### src/rtl/core/pairwise_euclidean_distance_macros.svh
// ----------------------------------------------------------------------------
// Assertion macros
// Shared concurrent assertion forms for the distance engine.
// ----------------------------------------------------------------------------
`ifndef PAIRWISE_EUCLIDEAN_DISTANCE_MACROS_SVH
`define PAIRWISE_EUCLIDEAN_DISTANCE_MACROS_SVH

// same-cycle implication
`define PED_ASSERT_IMP(name, ante, cons) \
  name: assert property (@(posedge clk_i) disable iff (!rst_ni) (ante) |-> (cons)) \
    else $error("ped: same-cycle property violated");

// next-cycle implication
`define PED_ASSERT_NXT(name, ante, cons) \
  name: assert property (@(posedge clk_i) disable iff (!rst_ni) (ante) |=> (cons)) \
    else $error("ped: next-cycle property violated");

`endif

### src/rtl/core/ped_isqrt.sv
// ----------------------------------------------------------------------------
// ped_isqrt
// Floor integer square root, one result bit per cycle.
// ----------------------------------------------------------------------------
module ped_isqrt #(
  parameter int unsigned W = 43
) (
  input  logic                 clk_i,
  input  logic                 rst_ni,
  input  logic                 start_i,
  input  logic [W-1:0]         radicand_i,
  output logic                 done_o,
  output logic [(W+1)/2-1:0]   root_o
);

  localparam int unsigned RW = (W + 1) / 2;

  logic         busy_q;
  logic [W-1:0] n_q, res_q, bit_q;
  logic [W-1:0] trial;
  logic         fits;

  assign trial = res_q + bit_q;
  assign fits  = n_q >= trial;

  always_ff @(posedge clk_i or negedge rst_ni) begin
    if (!rst_ni) begin
      busy_q <= 1'b0;
    end else if (start_i) begin
      busy_q <= 1'b1;
    end else if (done_o) begin
      busy_q <= 1'b0;
    end
  end

  always_ff @(posedge clk_i) begin
    if (start_i) begin
      n_q   <= radicand_i;
      res_q <= '0;
      bit_q <= W'(1) << (2 * (RW - 1));
    end else if (busy_q && bit_q != '0) begin
      if (fits) begin
        n_q   <= n_q - trial;
        res_q <= (res_q >> 1) + bit_q;
      end else begin
        res_q <= res_q >> 1;
      end
      bit_q <= bit_q >> 2;
    end
  end

  assign done_o = busy_q && (bit_q == '0);
  assign root_o = RW'(res_q);

endmodule

### config.mk
export PLATFORM = sky130hd
export DESIGN_NAME = ped_isqrt
export DESIGN_NICKNAME = d
export VERILOG_FILES = /design/src/rtl/core/pairwise_euclidean_distance_macros.svh /design/src/rtl/core/ped_isqrt.sv
export SDC_FILE = /design/constraint.sdc
export NUM_CORES = 1
export LEC_CHECK = 0
export BUFFER_PORTS_ARGS = -buffer_cell sky130_fd_sc_hd__buf_4
export CORE_MARGIN = 1.5
export CORE_UTILIZATION = 40
export DETAILED_ROUTE_END_ITERATION = 8
export GPL_ROUTABILITY_DRIVEN = 0
export HOLD_SLACK_MARGIN = 0.08
export PLACE_DENSITY = 0.57
export SLEW_MARGIN = 20
export SYNTH_ARGS = -nofsm -noshare
export SYNTH_HDL_FRONTEND = slang
export SYNTH_SLANG_ARGS = --single-unit
### constraint.sdc
create_clock -name clk_i -period 10.55 [get_ports clk_i]
set_input_delay 1.5825 -clock clk_i [delete_from_list [all_inputs] [get_ports clk_i]]
set_output_delay 1.5825 -clock clk_i [all_outputs]
set_load 0.01 [all_outputs]
After elaboration in Yosys (flattened, before gate mapping) --
Index checks and enable logic that the tools add are counted.
Word-level totals: input port bits 46, word-level logic and storage cells 22, register bits 109
Operators by class: add/subtract/negate cells 3, muxes and demuxes 6, reduce and logical (&&, ||, !) cells 8, $lt $le $gt $ge 1
Operators with widths (number):
- 43-bit two-way mux | 4
- 42-bit by 43-bit adder with 43-bit output | 1
- 43-bit adder | 1
- 43-bit greater-or-equal comparator | 1
- 43-bit zero test | 1
- 43-bit nonzero test | 1
- 43-bit subtractor | 1
- 2-bit nonzero test | 3
- 1-bit logical AND | 2
- 1-bit two-way mux | 2
- 2-bit AND reduction | 1

Depth between registers and ports, before layout --
Gate-level depths: netlist of run 1.
depth in word-level cells 5, mapped depth 23, mapped depth without buffers 21

Worst setup path after synthesis of run 1 --
No wires, ideal clock.
path kind reg-to-reg, start register res_q[10], end register n_q[0] (enable), setup slack 2789 ps, required time 10047 ps, clock period less this slack 7761 ps, buffers on the path 3, stages on the path, launching flop included 22, arrival 7258 ps, library setup time 503 ps, cell sequence dfxtp_1 -> ha_1 -> a311oi_1 -> nor3_1 -> a311oi_2 -> o21ai_1 -> a211oi_2 -> o21ai_1 -> a31o_1 -> a31oi_1 -> xor2_1 -> ha_1 -> clkbuf_1 -> nand4_1 -> nor2_1 -> and2_1 -> nand4_1 -> nand2_1 -> nor2_2 -> buf_6 -> buf_2 -> o21ai_0
Between the ends: cells in the longest elaborated chain, start to end 4
RTL lines:
- start, declared | RTL line ped_isqrt.sv:19 | logic [W-1:0] n_q, res_q, bit_q;
- start signal, assigned | RTL line ped_isqrt.sv:44 | res_q <= (res_q >> 1) + bit_q;
- start signal, assigned | RTL line ped_isqrt.sv:46 | res_q <= res_q >> 1;
- 43-bit adder | RTL line ped_isqrt.sv:23 | assign trial = res_q + bit_q;
- 43-bit greater-or-equal comparator | RTL line ped_isqrt.sv:24 | assign fits = n_q >= trial;
- 2-bit nonzero test (no line)
- 2-bit AND reduction (no line)
- end signal, assigned | RTL line ped_isqrt.sv:38 | n_q <= radicand_i;
- end signal, assigned | RTL line ped_isqrt.sv:43 | n_q <= n_q - trial;
- end, declared | RTL line ped_isqrt.sv:19
Every way passes these cells. A chain may end at the register's enable or synchronous reset.

Final worst setup path of run 1 --
start register res_q[10], end register res_q[32]
Between the ends: cells in the longest elaborated chain, start to end 3, elaborated cells on any way between the ends 4, those cells by class add/sub (2); order compare (1); mux (1)
RTL lines:
- 43-bit adder | RTL line ped_isqrt.sv:23
- 43-bit greater-or-equal comparator | RTL line ped_isqrt.sv:24
- 43-bit two-way mux (*) | RTL line ped_isqrt.sv:42 | if (fits) begin
Every way passes the cells marked *; elsewhere a longest branch is shown, timed or not.

==> impl_metrics.tcl, run 1 <==
set metrics [dict create \
    synth_top_area_share_pct 13.3 \
    hp-start "bit_q[10]" \
    yosys.cell_types.count 66 \
    start_kind "flip-flop" \
    vdd_ir_drop_max_v 0.000181 \
    ys_ff_latch 109 \
    combPwrFrac_pct 65.8 \
    r2r_end "res_q[32]" \
    status "completed" \
    grt_max_degree 75 \
    tightest_slew_ns 1.06 \
    synthesis.nets 1390 \
    post-route-cell-area_um2 10600 \
    post_drt_wl_per_cell_um 17.8 \
    detailroute.via_count 9264 \
    worst_ep_arrival_time_ns 6.47 \
    clk_latency_ns 0.36 \
    synth_area_um2 9760 \
    cap_violations 0 \
    vias_per_cell 5.87 \
    synth_top_family_by_area "compound AO/OA/AOI/OAI gates" \
    initial_core_util_pct 41.2 \
    r2r_setup_slack_ns 4.37 \
    globalRouteOverflowTotal 0 \
    min_period_ns 6.18 \
    die_w_um 159 \
    timing.final.ws_setup_ns 4.37 \
    post-dp-hpwl_um 20700 \
    async_reset_ff_share_pct 0.917 \
    drt_iter0_markers 559 \
    grt_usage_pct 21.9 \
    ant_nets 0 \
    die_y_um 159 \
    synthSimpleGateAreaFrac_pct 18.1 \
    ctsHoldBuffers 0 \
    finalSetupTns_ns 0 \
    avgSynthCellArea_um2 7.77 \
    worst_hold_slack_ns 0.511 \
    nets 1389 \
    setup_viol 0 \
    min_to "bit_q[8]" \
    reg2reg_depth 19 \
    synthMuxAreaShare_pct 0.988 \
    synth_adder_area_share_pct 11.4 \
    clock_path_buffers 2 \
    core_um2 23700 \
    pre_cts_ws_ns 4.44 \
    cp.required_ns 10.84 \
    r2r-start "res_q[10]" \
    io_pins 69 \
    synthXorXnorAreaFrac_pct 9.16 \
    synthTopCellsByCount "nand2_1, o21ai_0, a21oi_1, nor2_1, ha_1" \
    io_buffer_count 68 \
    cts.sinks 109 \
    hold_viol 0 \
    seq_power_share_pct 23.9 \
    layout-drive-gt1-share_pct 9.05 \
    antenna_cells 0 \
    cts-root-buf "clkbuf_16" \
    max_freq_ghz 0.162 \
    synth-main-ff-cell "dfxtp_1" \
    finalCritPeriodShare_pct 58.6 \
    yosys.area.top_type "dfxtp_1" \
    p_switching_mw 1.78 \
    yosysWarnings 0 \
    min_path_cells 2 \
    critPathKind "flip-flop to flip-flop" \
    p_sw_share_pct 50.5 \
    max_slew_margin_pct 29.1 \
    grt_pass1_wl_um 45400 \
    cts_max_level 3 \
    final_max_slew_viol_count 0 \
    internal-power_mw 1.75 \
    ys_seq_area_share_pct 26.8 \
    synth_edf_count 43 \
    cts_buffers 9 \
    synth_compound_area_share_pct 28.5 \
    wl_um 28100 \
    hp-class "flip-flop to flip-flop" \
    skew_ns 0.00869 \
    power.total_mw 3.53 \
    cts_tree "built" \
    rows 56 \
    synth_area_leaders "dfxtp_1, edfxtp_1, ha_1, nand2_1, o21ai_0" \
    yosysMostFrequentCell "nand2_1" \
    drt-pass1-iter-count 5 \
    clkPwrFrac_pct 10.3 \
    cts_setup_buffers 0 \
    grt_pass1_vias 8770 \
    path_max_fanout 25 \
    remaining_drc_errors 0 \
    antenna_found_initial 0 \
    clkTransAtPathRegs_ns 0.08 \
    crit_path_end_kind "flip-flop" \
    synthCells 1256 \
    placed_area_um2 10300 \
    dieArea_um2 25300 \
    cts_resized 0 \
    rsz0062_at_grt "false" \
    p_per_area_nw_per_um2 333 \
    cellLeakagePower_nw 4.09 \
    syn_to_final_growth_pct 8.66 \
]
-- power by group through the flow --
| stage | combinational (mW) | clock, mW | sequential, mW |
|---|---|---|---|
| after detailed placement | 2.29 | 0 | 0.852 |
| final | 2.32 | 0.364 | 0.842 |
| after global routing | 2.58 | 0.386 | 0.864 |
| after global placement | 2.28 | 0 | 0.852 |
| after floorplan | 1.84 | 0 | 0.764 |
| after CTS | 2.31 | 0.373 | 0.844 |
-- cells by family (layout without fill, tap and decap cells) --
| kind of cell | Yosys count | count (layout) |
|---|---|---|
| flip-flops | 109 | 109 |
| adder cells (fa/ha/maj) | 88 | 88 |
| AO/OA/AOI/OAI | 446 | 446 |
| buffers and inverters | 105 | 109 |
| AND/OR/NAND/NOR | 397 | 397 |
| multiplexers | 9 | 9 |
| XOR/XNOR | 102 | 102 |
-- how the worst max path moves through the flow --
stage	cells past startpoint	slack [ns]	start	to
6_report	19	4.37	res_q[10]	res_q[32]
3_5_place_dp	19	4.44	res_q[10]	res_q[34]
5_1_grt	19	3.74	res_q[10]	res_q[32]
4_1_cts	19	4.40	res_q[10]	res_q[32]
3_3_place_gp	19	4.59	res_q[10]	res_q[34]
2_1_floorplan	21	2.79	res_q[10]	n_q[0]
-- per-layer routing --
metal	share of wire [%]	wire, um	GRT usage, %	vias up
met4	2.0	560	5.87	0
met2	48	13500	38.2	235
met3	4.7	1320	3.26	35
met5	0	0	0	-
met1	45	12700	28.1	4402
li1	-	-	-	4592
-- area by class of cell --
type	count	area, um^2
timing repair buffer	74	556
multi-input combinational	1042	6660
sequential	109	2620
tap	319	399
inverter	19	71.3
clock buffer	10	229
clock inverter	6	70.1
fill	2461	13100
-- placed cells by master, fill, tap and decap left out, drive strengths merged, types with 4 or more instances in the layout --
| cell | instances |
|---|---|
| a21boi | 7 |
| nand2 | 180 |
| nor3 | 16 |
| a31oi | 42 |
| a21oi | 115 |
| ha | 87 |
| a311oi | 8 |
| nand3 | 18 |
| a31o | 11 |
| inv | 21 |
| o31ai | 15 |
| clkbuf | 10 |
| xor2 | 58 |
| o21a | 6 |
| o21bai | 18 |
| a21o | 39 |
| nor4 | 9 |
| a211o | 4 |
| buf | 74 |
| o211ai | 7 |
| o21ai | 131 |
| a211oi | 10 |
| or4 | 5 |
| edfxtp | 43 |
| nand2b | 12 |
| or3 | 9 |
| dfxtp | 65 |
| nand4 | 23 |
| xnor2 | 44 |
| and2 | 7 |
| nor2 | 96 |
| o32ai | 7 |
| nor2b | 14 |
| a41oi | 5 |
| mux2 | 5 |
| o22ai | 5 |
| mux2i | 4 |
-- worst max-delay path, stage by stage (launching register included) --
cell and delay [ns]:
dfxtp_1 0.49, ha_1 0.36, a311oi_1 0.42, nor3_1 0.11, a311oi_2 0.45, o21ai_1 0.17, a211oi_2 0.35, o21ai_1 0.20
a31o_1 0.27, a31oi_1 0.19, xor2_1 0.11, ha_1 0.42, nand4_1 0.15, nor2_1 0.20, and2_1 0.23, nand4_1 0.11
nand2_1 0.55, or2_1 0.91, o311ai_1 0.23, a21oi_1 0.17
-- metrics by stage --
stage / instances / util [%]
CTS: 1579 / 44.8
global placement: 1563 / 43.5
finish: 1579 / 44.8
global route: 1579 / 44.8
floorplan: 1256 / -
detailed placement: 1563 / 43.5
-- registers in the layout, summed over array words and instances, names as in the netlist --
signal / count
n_q: 43
res_q: 43
bit_q: 22
busy_q: 1
Power figures use the tool's default switching activity.
==> run 2: changes to the inputs <==
- clock period: 10.55 -> 6.2 ns (I/O delays scaled with it)
==> run 2 against run 1 <==
Against the previous run:
- global-route usage down 0.083 points
- critical path depth up 1
- clock skew is 0.0093 ns higher
- largest cell class unchanged
- largest power group unchanged
==> impl_metrics.tcl, run 2 (synthesis results as in run 1) <==
set metrics [dict create \
    internal-power_mw 3.01 \
    antenna_found_initial 0 \
    cts-root-buf "clkbuf_16" \
    start_kind "flip-flop" \
    io_pins 69 \
    clk_latency_ns 0.37 \
    clkTransAtPathRegs_ns 0.09 \
    vias_per_cell 5.72 \
    max_slew_margin_pct 36.2 \
    drt_iter0_markers 678 \
    r2r-start "res_q[10]" \
    dieArea_um2 25300 \
    worst_ep_arrival_time_ns 5.88 \
    layout-drive-gt1-share_pct 10.1 \
    path_max_fanout 10 \
    syn_to_final_growth_pct 9.64 \
    detailroute.via_count 9119 \
    status "completed" \
    worst_hold_slack_ns 0.325 \
    seq_power_share_pct 23.3 \
    top_regs "n_q (43), res_q (43), bit_q (22)" \
    timing.final.ws_setup_ns 0.537 \
    io_buffer_count 68 \
    cts_tree "built" \
    combPwrFrac_pct 66.8 \
    hp-class "primary input to asynchronous set/reset pin" \
    finish.utilization_pct 45.2 \
    crit_path_end_kind "flip-flop" \
    grt_max_degree 69 \
    grt_pass1_vias 8431 \
    fin_cells 1593 \
    critPathKind "flip-flop to flip-flop" \
    nets 1403 \
    final-seq-area_um2 2620 \
    fillCellCount 2478 \
    grt_pass1_wl_um 44900 \
    hold_viol 0 \
    p_per_area_nw_per_um2 565 \
    tightest_slew_ns 0.955 \
    rows 56 \
    core_um2 23700 \
    remaining_drc_errors 0 \
    final_max_slew_viol_count 0 \
    post-dp-hpwl_um 20900 \
    r2r_end "res_q[40]" \
    skew_ns 0.0180 \
    die_y_um 159 \
    rsz0062_at_grt "false" \
    finalCritPeriodShare_pct 91.3 \
    cp.required_ns 6.42 \
    final_common_cell "nand2_1" \
    dp.cells 1574 \
    cap_violations 0 \
    p_switching_mw 3.03 \
    pre_cts_ws_ns 0.416 \
    cts_buffers 9 \
    finalSetupTns_ns 0 \
    clock_path_buffers 2 \
    post_drt_wl_per_cell_um 17.5 \
    multiInputGateArea_um2 6660 \
    crit_path_end "res_q[40]" \
    wl_um 27900 \
    max_freq_ghz 0.177 \
    cellLeakagePower_nw 4.16 \
    min_period_ns 5.66 \
    crit_path_start "res_q[10]" \
    globalRouteOverflowTotal 0 \
    cts.sinks 109 \
    initial_core_util_pct 41.2 \
    die_w_um 159 \
    layout_common_cells "nand2_1, o21ai_0, a21oi_1, nor2_1, buf_4" \
    drt-pass1-iter-count 5 \
    clkPwrFrac_pct 9.9 \
    r2r_setup_slack_ns 0.54 \
    vdd_ir_drop_max_v 0.000275 \
    antenna_cells 0 \
    p_sw_share_pct 50.1 \
    setup_viol 0 \
    cts_max_level 3 \
    grt_usage_pct 21.8 \
    ant_nets 0 \
    reg2reg_depth 20 \
]
-- run 2: changes by cell type in the layout (fill, tap and decap cells not counted), sizes merged --
cell,delta
bufinv,-1
clkinv,-2
buf,+14
clkinvlp,+1
inv,+1
clkbuf,+1
-- run 2: worst min path at each step --
| stage | slack, ns | from | end | cells after the start |
|---|---|---|---|---|
| 2_1_floorplan | 0.47 | bit_q[0] | bit_q[0] | 2 |
| 3_3_place_gp | 0.49 | bit_q[0] | bit_q[0] | 2 |
| 3_5_place_dp | 0.49 | bit_q[0] | bit_q[0] | 2 |
| 4_1_cts | 0.31 | rst_ni | busy_q | 1 |
| 5_1_grt | 0.32 | rst_ni | busy_q | 1 |
| 6_report | 0.32 | rst_ni | busy_q | 1 |
-- run 2: power by group through the flow --
stage / Clock, mW / Sequential (mW) / Combinational [mW]
final: 0.599 / 1.41 / 4.04
after global routing: 0.645 / 1.45 / 4.48
after CTS: 0.621 / 1.41 / 4.01
after floorplan: 0 / 1.29 / 3.14
after detailed placement: 0 / 1.42 / 3.99
after global placement: 0 / 1.42 / 3.97
-- run 2: cell type report --
| type | count | share of cell area (%) |
|---|---|---|
| Multi-Input combinational cell | 1042 | 62.2 |
| Clock inverter | 5 | 0.351 |
| Timing Repair Buffer | 88 | 6.18 |
| Sequential cell | 109 | 24.5 |
| Tap cell | 319 | 3.73 |
| Inverter | 19 | 0.667 |
| Clock buffer | 11 | 2.36 |
-- run 2: what timing repair did --
item / 4_1_cts / 5_1_grt
hold buffers: 0 / 0
setup endpoints to repair: 0 / 49
buffers inserted: 0 / 3
gates resized for setup: 0 / 0
-- run 2: stage by stage --
stage          area [um^2]  total power [mW]
2_1_floorplan         9760              4.42
3_3_place_gp         10400              5.39
3_5_place_dp         10400              5.41
4_1_cts              10700              6.04
5_1_grt              10700              6.57
6_report             10700              6.05
-- run 2: critical path, cell delays in order, from the launching register on --
cell,delay (ns)
dfxtp_1,0.47
ha_1,0.35
a311oi_1,0.39
nor3_1,0.10
a311oi_2,0.43
o21ai_1,0.17
a211oi_2,0.35
o21ai_1,0.20
a31o_1,0.28
a31oi_1,0.19
xor2_1,0.20
ha_1,0.35
a21oi_1,0.18
nor2b_1,0.08
nor4_1,0.52
a211oi_4,0.16
buf_4,0.18
or2_1,0.35
buf_4,0.24
o21ai_1,0.20
o32ai_1,0.10
-- run 2: layer usage --
layer  GRT usage, %  routed length, um  part of all wire, %
met1           28.8              12900                   46
met2           37.8              13400                   48
met3           2.42               1090                  3.9
met4           5.62                425                  1.5
met5              0                  0                    0
